### config.mk
export PLATFORM = sky130hd
export DESIGN_NAME = quadratic_trajectory_cost
export DESIGN_NICKNAME = d
export VERILOG_FILES = /design/src/sv/qtc_pkg.sv /design/src/sv/qtc_ram.sv /design/src/sv/quadratic_trajectory_cost.sv
export SDC_FILE = /design/constraint.sdc
export NUM_CORES = 2
export LEC_CHECK = 0
export BUFFER_PORTS_ARGS = -buffer_cell sky130_fd_sc_hd__clkbuf_2
export CORE_UTILIZATION = 60
export DETAILED_ROUTE_END_ITERATION = 10
export PLACE_DENSITY = 0.73
export RECOVER_POWER = 25
export SYNTH_ARGS = -nofsm -noshare
export SYNTH_HDL_FRONTEND = slang
export SYNTH_SLANG_ARGS = --single-unit
### constraint.sdc
create_clock -name clk -period 22.5 [get_ports clk]
set_input_delay 4.5 -clock clk [delete_from_list [all_inputs] [get_ports clk]]
set_output_delay 4.5 -clock clk [all_outputs]
set_load 0.1 [all_outputs]
### src/sv/qtc_pkg.sv
// Package: shared types and constants for the quadratic trajectory cost block.
`timescale 1ns / 1ps
package qtc_pkg;
  localparam logic OP_LOAD   = 1'b0;
  localparam logic OP_SAMPLE = 1'b1;
  localparam logic [1:0] MAT_Q = 2'd0;
  localparam logic [1:0] MAT_R = 2'd1;
  localparam logic [1:0] MAT_S = 2'd2;
  localparam logic [1:0] MAT_T = 2'd3;
  localparam int NUM_TARGETS = 4;
  localparam int TARGET_W = 16;
  localparam int CFG_IDX_W = 2;
  localparam logic [CFG_IDX_W-1:0] CFG_TARGET_0 = 2'd0;
  localparam logic [CFG_IDX_W-1:0] CFG_TARGET_1 = 2'd1;
  localparam logic [CFG_IDX_W-1:0] CFG_TARGET_2 = 2'd2;
  localparam logic [CFG_IDX_W-1:0] CFG_TARGET_3 = 2'd3;
  localparam int IN_DATA_W = 120;   // 119 payload bits padded to bytes
  localparam int OUT_DATA_W = 64;
  // Sum width: worst product 17*16*17 = 50 bits signed, 40 terms at the default sizes.
  localparam int SUM_W = 60;
endpackage

### src/sv/qtc_ram.sv
// Generic single-port-write, registered-read RAM.
`timescale 1ns / 1ps
module qtc_ram #(
  parameter int WIDTH = 16,
  parameter int DEPTH = 40
) (
  input  logic                     clk,
  input  logic                     wr_en,
  input  logic [$clog2(DEPTH)-1:0] wr_addr,
  input  logic [WIDTH-1:0]         wr_data,
  input  logic [$clog2(DEPTH)-1:0] rd_addr,
  output logic [WIDTH-1:0]         rd_data
);
  logic [WIDTH-1:0] mem [DEPTH];
  always_ff @(posedge clk) begin
    if (wr_en) mem[wr_addr] <= wr_data;
    rd_data <= mem[rd_addr];
  end
endmodule

### src/sv/quadratic_trajectory_cost.sv
// Top level: quadratic trajectory cost accumulator.
`timescale 1ns / 1ps
// Timing: a gain load is written when accepted and the block stays ready. A
//   sample walks every gain entry in use, one gain RAM read per cycle: Q and
//   T are S by S, R and S are C by C (T only on the last sample), then it
//   drains through read, multiply, accumulate and saturate before the next
//   request is taken; on the last sample the total shows and holds input.
// Throughput: one sample at a time; the single gain RAM read port sets it.
// Reset: synchronous, active low; clears targets, trajectory state and the
//   handshake. The gain RAM is not cleared and must be loaded before use.
module quadratic_trajectory_cost #(
  parameter int STATE_SIZE = 4,
  parameter int CTRL_SIZE  = 2
) (
  input  logic                           clk,
  input  logic                           rst_n,
  input  logic                           in_tvalid,
  output logic                           in_tready,
  // tdata from bit 0: operation, gain_matrix[2], gain_row[2], gain_col[2],
  // gain_value[16], state_0..3[16 each], ctrl_0..1[16 each], zero pad
  input  logic [qtc_pkg::IN_DATA_W-1:0]  in_tdata,
  input  logic                           in_tlast,    // last_sample
  output logic                           out_tvalid,
  input  logic                           out_tready,
  output logic [qtc_pkg::OUT_DATA_W-1:0] out_tdata,   // total_cost
  output logic                           out_tuser,   // cost_saturated
  input  logic                           cfg_we,
  input  logic [qtc_pkg::CFG_IDX_W-1:0]  cfg_index,
  input  logic [qtc_pkg::TARGET_W-1:0]   cfg_data
);
  import qtc_pkg::*;

  localparam int QN = STATE_SIZE * STATE_SIZE;
  localparam int CN = CTRL_SIZE * CTRL_SIZE;
  localparam int R_BASE = QN;
  localparam int S_BASE = QN + CN;
  localparam int T_BASE = QN + 2 * CN;
  localparam int DEPTH = 2 * QN + 2 * CN;
  localparam int AW = $clog2(DEPTH);
  localparam int VN = (STATE_SIZE > CTRL_SIZE) ? STATE_SIZE : CTRL_SIZE;
  localparam int VW = (VN > 1) ? $clog2(VN) : 1;

  typedef enum logic [3:0] {
    ST_IDLE = 4'b0001,
    ST_RUN  = 4'b0010,
    ST_DONE = 4'b0100,
    ST_OUT  = 4'b1000
  } state_t;

  // Pipeline tag that travels with each gain read.
  typedef struct packed {
    logic          vld;
    logic [1:0]    mat;
    logic [VW-1:0] row;
    logic [VW-1:0] col;
  } tag_t;

  state_t state_r, state_nxt;

  logic signed [15:0] target_r [NUM_TARGETS];
  logic signed [16:0] e_r  [VN];   // state error
  logic signed [16:0] u_r  [VN];   // control
  logic signed [16:0] du_r [VN];   // control change
  logic signed [15:0] prev_r [CTRL_SIZE];
  logic               first_r, sat_r, last_r;
  logic signed [63:0] acc_r;
  logic signed [SUM_W-1:0] sum_r;

  // Walk counters over the matrices of one sample.
  logic [1:0]    mat_r;
  logic [VW-1:0] row_r, col_r;
  tag_t          tag1_r, tag2_r;
  logic signed [33:0] vv_r;       // v_i * v_j
  logic signed [16:0] vj_r;
  logic signed [49:0] prod_r;
  logic               prod_vld_r;
  logic [2:0]         drain_r;

  // Unpack input fields.
  logic               f_op;
  logic [1:0]         f_mat, f_row, f_col;
  logic signed [15:0] f_gain;
  logic signed [15:0] f_state [4];
  logic signed [15:0] f_ctrl  [2];
  assign f_op   = in_tdata[0];
  assign f_mat  = in_tdata[2:1];
  assign f_row  = in_tdata[4:3];
  assign f_col  = in_tdata[6:5];
  assign f_gain = in_tdata[22:7];
  always_comb begin
    for (int k = 0; k < 4; k++) f_state[k] = in_tdata[23 + 16*k +: 16];
    for (int k = 0; k < 2; k++) f_ctrl[k]  = in_tdata[87 + 16*k +: 16];
  end

  logic in_fire, out_fire;
  assign in_tready = (state_r == ST_IDLE);
  assign in_fire   = in_tvalid && in_tready;
  assign out_fire  = out_tvalid && out_tready;

  // Gain write address.
  logic          ld_ok;
  logic [AW-1:0] ld_addr;
  logic [31:0]   ld_n, ld_base;
  always_comb begin
    case (f_mat)
      MAT_Q:   begin ld_n = STATE_SIZE; ld_base = 0;      end
      MAT_R:   begin ld_n = CTRL_SIZE;  ld_base = R_BASE; end
      MAT_S:   begin ld_n = CTRL_SIZE;  ld_base = S_BASE; end
      default: begin ld_n = STATE_SIZE; ld_base = T_BASE; end
    endcase
    ld_ok = ({30'd0, f_row} < ld_n) && ({30'd0, f_col} < ld_n);
    ld_addr = AW'(ld_base + {30'd0, f_row} * ld_n + {30'd0, f_col});
  end

  // Read address of the walk.
  logic [31:0]   wk_n, wk_base;
  logic [AW-1:0] rd_addr;
  logic          wk_end_row, wk_end_mat;
  always_comb begin
    case (mat_r)
      MAT_Q:   begin wk_n = STATE_SIZE; wk_base = 0;      end
      MAT_R:   begin wk_n = CTRL_SIZE;  wk_base = R_BASE; end
      MAT_S:   begin wk_n = CTRL_SIZE;  wk_base = S_BASE; end
      default: begin wk_n = STATE_SIZE; wk_base = T_BASE; end
    endcase
    rd_addr = AW'(wk_base + {{(32-VW){1'b0}}, row_r} * wk_n + {{(32-VW){1'b0}}, col_r});
    wk_end_row = ({{(32-VW){1'b0}}, col_r} == wk_n - 1);
    wk_end_mat = wk_end_row && ({{(32-VW){1'b0}}, row_r} == wk_n - 1);
  end

  logic [15:0] rd_data;
  qtc_ram #(.WIDTH(16), .DEPTH(DEPTH)) u_gain (
    .clk     (clk),
    .wr_en   (in_fire && f_op == OP_LOAD && ld_ok),
    .wr_addr (ld_addr),
    .wr_data (f_gain),
    .rd_addr (rd_addr),
    .rd_data (rd_data)
  );

  // Vector element pick for the operand stage.
  logic signed [16:0] vi, vj;
  always_comb begin
    case (tag1_r.mat)
      MAT_R:   begin vi = u_r[tag1_r.row];  vj = u_r[tag1_r.col];  end
      MAT_S:   begin vi = du_r[tag1_r.row]; vj = du_r[tag1_r.col]; end
      default: begin vi = e_r[tag1_r.row];  vj = e_r[tag1_r.col];  end
    endcase
  end

  // Final shift and saturating add.
  logic signed [SUM_W-1:0] sh;
  logic signed [64:0]      wide;
  assign sh   = sum_r >>> 8;   // arithmetic shift floors
  assign wide = {acc_r[63], acc_r} + 65'(sh);

  always_comb begin
    state_nxt = state_r;
    case (state_r)
      ST_IDLE: if (in_fire && f_op == OP_SAMPLE) state_nxt = ST_RUN;
      ST_RUN:  if (wk_end_mat && (mat_r == MAT_T || (mat_r == MAT_S && !last_r)))
                 state_nxt = ST_DONE;
      ST_DONE: if (drain_r == 3'd4) state_nxt = last_r ? ST_OUT : ST_IDLE;
      ST_OUT:  if (out_fire) state_nxt = ST_IDLE;
      default: state_nxt = ST_IDLE;
    endcase
  end

  always_ff @(posedge clk) begin
    if (!rst_n) begin
      state_r <= ST_IDLE;
      for (int k = 0; k < NUM_TARGETS; k++) target_r[k] <= '0;
      for (int k = 0; k < CTRL_SIZE; k++) prev_r[k] <= '0;
      first_r <= 1'b1;
      sat_r <= 1'b0;
      acc_r <= '0;
      tag1_r <= '0;
      tag2_r <= '0;
      prod_vld_r <= 1'b0;
      drain_r <= '0;
      out_tvalid <= 1'b0;
    end else begin
      state_r <= state_nxt;
      if (cfg_we) begin
        case (cfg_index)
          CFG_TARGET_0: target_r[0] <= cfg_data;
          CFG_TARGET_1: target_r[1] <= cfg_data;
          CFG_TARGET_2: target_r[2] <= cfg_data;
          CFG_TARGET_3: target_r[3] <= cfg_data;
          default: ;
        endcase
      end
      // Capture a sample request.
      if (in_fire && f_op == OP_SAMPLE) begin
        for (int k = 0; k < VN; k++) begin
          e_r[k] <= (k < STATE_SIZE && k < 4)
                    ? 17'(f_state[k % 4]) - 17'(target_r[k % 4]) : '0;
          u_r[k] <= (k < CTRL_SIZE && k < 2) ? 17'(f_ctrl[k % 2]) : '0;
          du_r[k] <= (k < CTRL_SIZE && k < 2 && !first_r)
                    ? 17'(f_ctrl[k % 2]) - 17'(prev_r[k % CTRL_SIZE]) : '0;
        end
        for (int k = 0; k < CTRL_SIZE; k++)
          prev_r[k] <= (k < 2) ? f_ctrl[k % 2] : '0;
        first_r <= 1'b0;
        last_r <= in_tlast;
        mat_r <= MAT_Q;
        row_r <= '0;
        col_r <= '0;
        sum_r <= '0;
        drain_r <= '0;
      end
      // Advance the walk; tag follows the registered read.
      tag1_r.vld <= (state_r == ST_RUN);
      tag1_r.mat <= mat_r;
      tag1_r.row <= row_r;
      tag1_r.col <= col_r;
      if (state_r == ST_RUN) begin
        if (wk_end_mat) begin
          row_r <= '0;
          col_r <= '0;
          mat_r <= mat_r + 2'd1;
        end else if (wk_end_row) begin
          col_r <= '0;
          row_r <= row_r + 1'b1;
        end else begin
          col_r <= col_r + 1'b1;
        end
      end
      // Stage 2: v_i * v_j, gain held.
      tag2_r <= tag1_r;
      vv_r <= 34'(vi) * 34'(vj);
      vj_r <= 17'(signed'(rd_data));
      // Stage 3: times gain.
      prod_vld_r <= tag2_r.vld;
      prod_r <= 50'(vv_r) * 50'(vj_r);
      // Stage 4: accumulate exact sum.
      if (prod_vld_r) sum_r <= sum_r + SUM_W'(prod_r);
      if (state_r == ST_DONE) begin
        drain_r <= drain_r + 3'd1;
        if (drain_r == 3'd4) begin
          if (wide[64] != wide[63]) begin
            acc_r <= wide[64] ? {1'b1, 63'd0} : {1'b0, {63{1'b1}}};
            sat_r <= 1'b1;
          end else begin
            acc_r <= wide[63:0];
          end
          if (last_r) out_tvalid <= 1'b1;
        end
      end
      if (state_r == ST_OUT && out_fire) begin
        out_tvalid <= 1'b0;
        acc_r <= '0;
        sat_r <= 1'b0;
        first_r <= 1'b1;
        for (int k = 0; k < CTRL_SIZE; k++) prev_r[k] <= '0;
      end
    end
  end

  assign out_tdata = acc_r;
  assign out_tuser = sat_r;
endmodule

==> results.py <==
metrics = {
    "critical_path": {
        "worst-endpoint-required_ns": 23.03,
        "reg2regPathDepth": 6,
        "crit_path_end_kind": "register",
        "cp-start-kind": "register",
        "regToRegSetupSlack_ns": 11.68,
        "crit_path_max_fanout": 89,
        "timing.rr.end": "u_gain.rd_data[4]",
        "rr_startpoint": "col_r[0]",
        "critPathArrivalTime_ns": 11.35,
        "criticalPathCategory": "reg -> reg",
    },
    "floorplan": {
        "die_area_sq_um": 143000,
        "io_pins": 211,
        "initial_core_util_pct": 60.6,
        "coreArea_sq_um": 140000,
        "rows": 137,
        "die_w_um": 378,
        "fp.dieH_um": 378,
    },
    "global_route": {
        "grt_pass1_wl_mm": 327,
        "grt_pass1_vias": 58500,
        "grt_overflow": 0,
        "grt.total_usage_pct": 29.9,
        "grt_max_degree": 105,
        "antenna_found_initial": 3,
    },
    "layout": {
        "regArea_sq_um": 33100,
        "finalNetCount": 8925,
        "drive_gt1_share_pct": 11.1,
        "mostFrequentLayoutCell": "inv_1",
        "area_delta_synth_final_pct": 8.53,
        "antenna_cells": 0,
        "fill_cells": 10500,
        "most-common-layout-cells": "inv_1, edfxtp_1, fa_1, nand2_1, nor2_1",
        "multi_input_area_sq_um": 46400,
    },
    "timing": {
        "fmax_ghz": 0.0925,
        "hold_viol": 0,
        "finalMaxSlewViolations": 920,
        "tightest_slew_ns": 7.32,
        "skew_ns": 0.0969,
        "setup_violations": 0,
        "period_share_pct": 48.1,
        "relSlewSlack_pct": -388,
        "final.setup.tns_ns": 0,
        "min_period_ns": 10.82,
        "rsz0062_at_grt": "no",
    },
    "synth": {
        "synth_simple_gate_area_share_pct": 10.5,
        "yosys_warnings": 0,
        "synth.avg_cell_area_sq_um": 11.5,
        "synth_compound_area_share_pct": 8.17,
        "yosys.area_share.xor_xnor_pct": 2.34,
        "synthAdderAreaFrac_pct": 26.3,
        "synth_top_family_by_area": "adder cells",
        "syn_inst": 7366,
        "yosys_register_bits": 1136,
        "synth_fp_nets": 8778,
        "synth.yosys.seq_area_share_pct": 39.1,
        "async_reset_ff_share_pct": 0,
        "synth_area_sq_um": 84800,
        "synth-edff-count": 1037,
        "ys_types": 100,
        "synthMuxAreaShare_pct": 7.43,
        "synth_ff_type": "edfxtp_1",
    },
    "outcome": {
        "violations": "max-capacitance violations, max-slew violations",
        "outcome": "finished with violations",
    },
    "detailed_routing": {
        "vias_per_cell": 6.01,
        "drt-pass1-iter-count": 8,
        "drc": 0,
        "antenna_left": 0,
        "wl_mm": 209,
        "drt_iter0_drc": 4641,
        "vias": 57100,
        "wl_per_cell_um": 22.0,
    },
    "min_path": {
        "hold_depth": 0,
        "min_from": "u_gain.rd_data[3]",
        "hold_class": "reg -> reg",
        "min_to": "vj_r[3]",
    },
    "run": {
        "cap_violations": 21,
    },
    "cts": {
        "htree_levels": 3,
        "cts_inserted_buffers": 117,
        "insertion_delay_ns": 0.80,
        "root_buffer": "clkbuf_16",
        "clkTransAtPathRegs_ns": 0.07,
        "cts_buffer_depth": 3,
        "ctsHoldBuffers": 0,
        "cts_tree": "yes",
        "cts_setup_buffers": 0,
        "numClockSinks": 1136,
        "cts.repair.resized": 0,
    },
    "place": {
        "dp_hpwl_mm": 145,
        "portBuffers": 209,
        "globalplace.congestion": 0.913,
    },
}
==> registers in the layout, summed over array words and instances, names as in the netlist, 4 cells and up, named ones only <==
name and count:
e_r 68, du_r 34, target_r 64, vj_r 16, prod_r 50, sum_r 60
prev_r 32, out_tdata 64, u_gain.rd_data 16, vv_r 34, u_gain.mem 640, state_r 4
u_r 32
==> layout make-up <==
class                      instances  area share, %
multi-input combinational       4840           50.5
inverter                        1080           4.41
clock buffer                     142           3.36
tap                             1876           2.55
timing repair buffer             338           2.09
sequential                      1136           36.0
clock inverter                    81           1.11
==> how the worst max path moves through the flow <==
stage,startpoint,end,slack [ns],depth (start not counted)
finish,col_r[0],u_gain.rd_data[4],11.68,6
global route,col_r[0],u_gain.rd_data[4],10.33,6
CTS,register,vv_r[33],13.64,25
detailed placement,register,vv_r[32],13.70,25
global placement,register,vv_r[32],13.69,25
floorplan,rst_n,sum_r[0],12.57,3
==> layer usage <==
layer	share of wire, %	vias up	GRT usage (%)
li1	-	25400	-
met1	40	28900	38.9
met3	6.8	493	3.86
met4	4.0	0	11.5
met2	50	2311	51.1
met5	0	-	0
==> worst max-delay path, stage by stage, from the launching register on <==
cell and delay, ns:
edfxtp_1 0.32, clkbuf_1 2.60, clkbuf_1 5.31, mux4_2 0.97, mux4_2 0.56, mux2i_1 0.40
o21ai_0 0.29
==> through the flow <==
step | instance area (sq um) | cells | util, % | hold slack, ns | setup WS [ns]
2_1_floorplan | 84800 | 7366 | - | 0.386 | 12.57
3_3_place_gp | 88000 | 9270 | 62.9 | 0.386 | 13.69
3_5_place_dp | 88000 | 9270 | 62.9 | 0.389 | 13.70
4_1_cts | 92100 | 9493 | 65.9 | 0.404 | 13.64
5_1_grt | 92000 | 9493 | 65.8 | 0.406 | 10.33
6_report | 92000 | 9493 | 65.8 | 0.404 | 11.68
==> cells by family after synthesis <==
logic type / count (synthesis)
DFF: 1136
AOI/OAI and AO/OA: 1097
xor gates and xnor gates: 226
muxes: 336
adders and majority gates: 1296
and+or+nand+nor: 1885
buffers and inverters: 1390
==> synth_stat cells, types with 9 or more instances <==
library cell | n | area [sq um]
o31ai_1 | 13 | 97.6
dfxtp_1 | 99 | 1980
o211ai_1 | 22 | 165
mux2_2 | 84 | 946
buf_1 | 18 | 67.6
and3_1 | 71 | 444
or3_1 | 19 | 119
nand4_1 | 30 | 188
nand3_1 | 65 | 325
a311oi_1 | 9 | 78.8
o21ai_0 | 229 | 1150
nor3_1 | 71 | 355
o21ai_1 | 52 | 260
a211o_1 | 9 | 78.8
a21boi_0 | 29 | 218
a211oi_1 | 27 | 203
maj3_1 | 27 | 270
nor2b_1 | 55 | 344
edfxtp_1 | 1037 | 31100
a21oi_1 | 331 | 1660
o21a_1 | 40 | 300
nor2_1 | 505 | 1900
buf_2 | 21 | 105
mux4_2 | 226 | 5090
a21boi_1 | 14 | 105
nand2_1 | 628 | 2360
inv_1 | 1078 | 4050
nand2b_1 | 68 | 425
clkbuf_1 | 269 | 1010
fa_1 | 820 | 16400
or2_2 | 29 | 181
o21bai_1 | 28 | 210
mux2i_1 | 26 | 260
xor2_1 | 66 | 578
and2_1 | 289 | 1810
a21o_1 | 130 | 976
xnor2_1 | 160 | 1400
nor3b_1 | 10 | 75.1
a22oi_1 | 33 | 248
ha_1 | 448 | 5610
a31oi_1 | 24 | 150
Power is left out: the tool's default activity adds up to more than one toggle a clock period on the data nets, which glitch-free logic cannot reach.
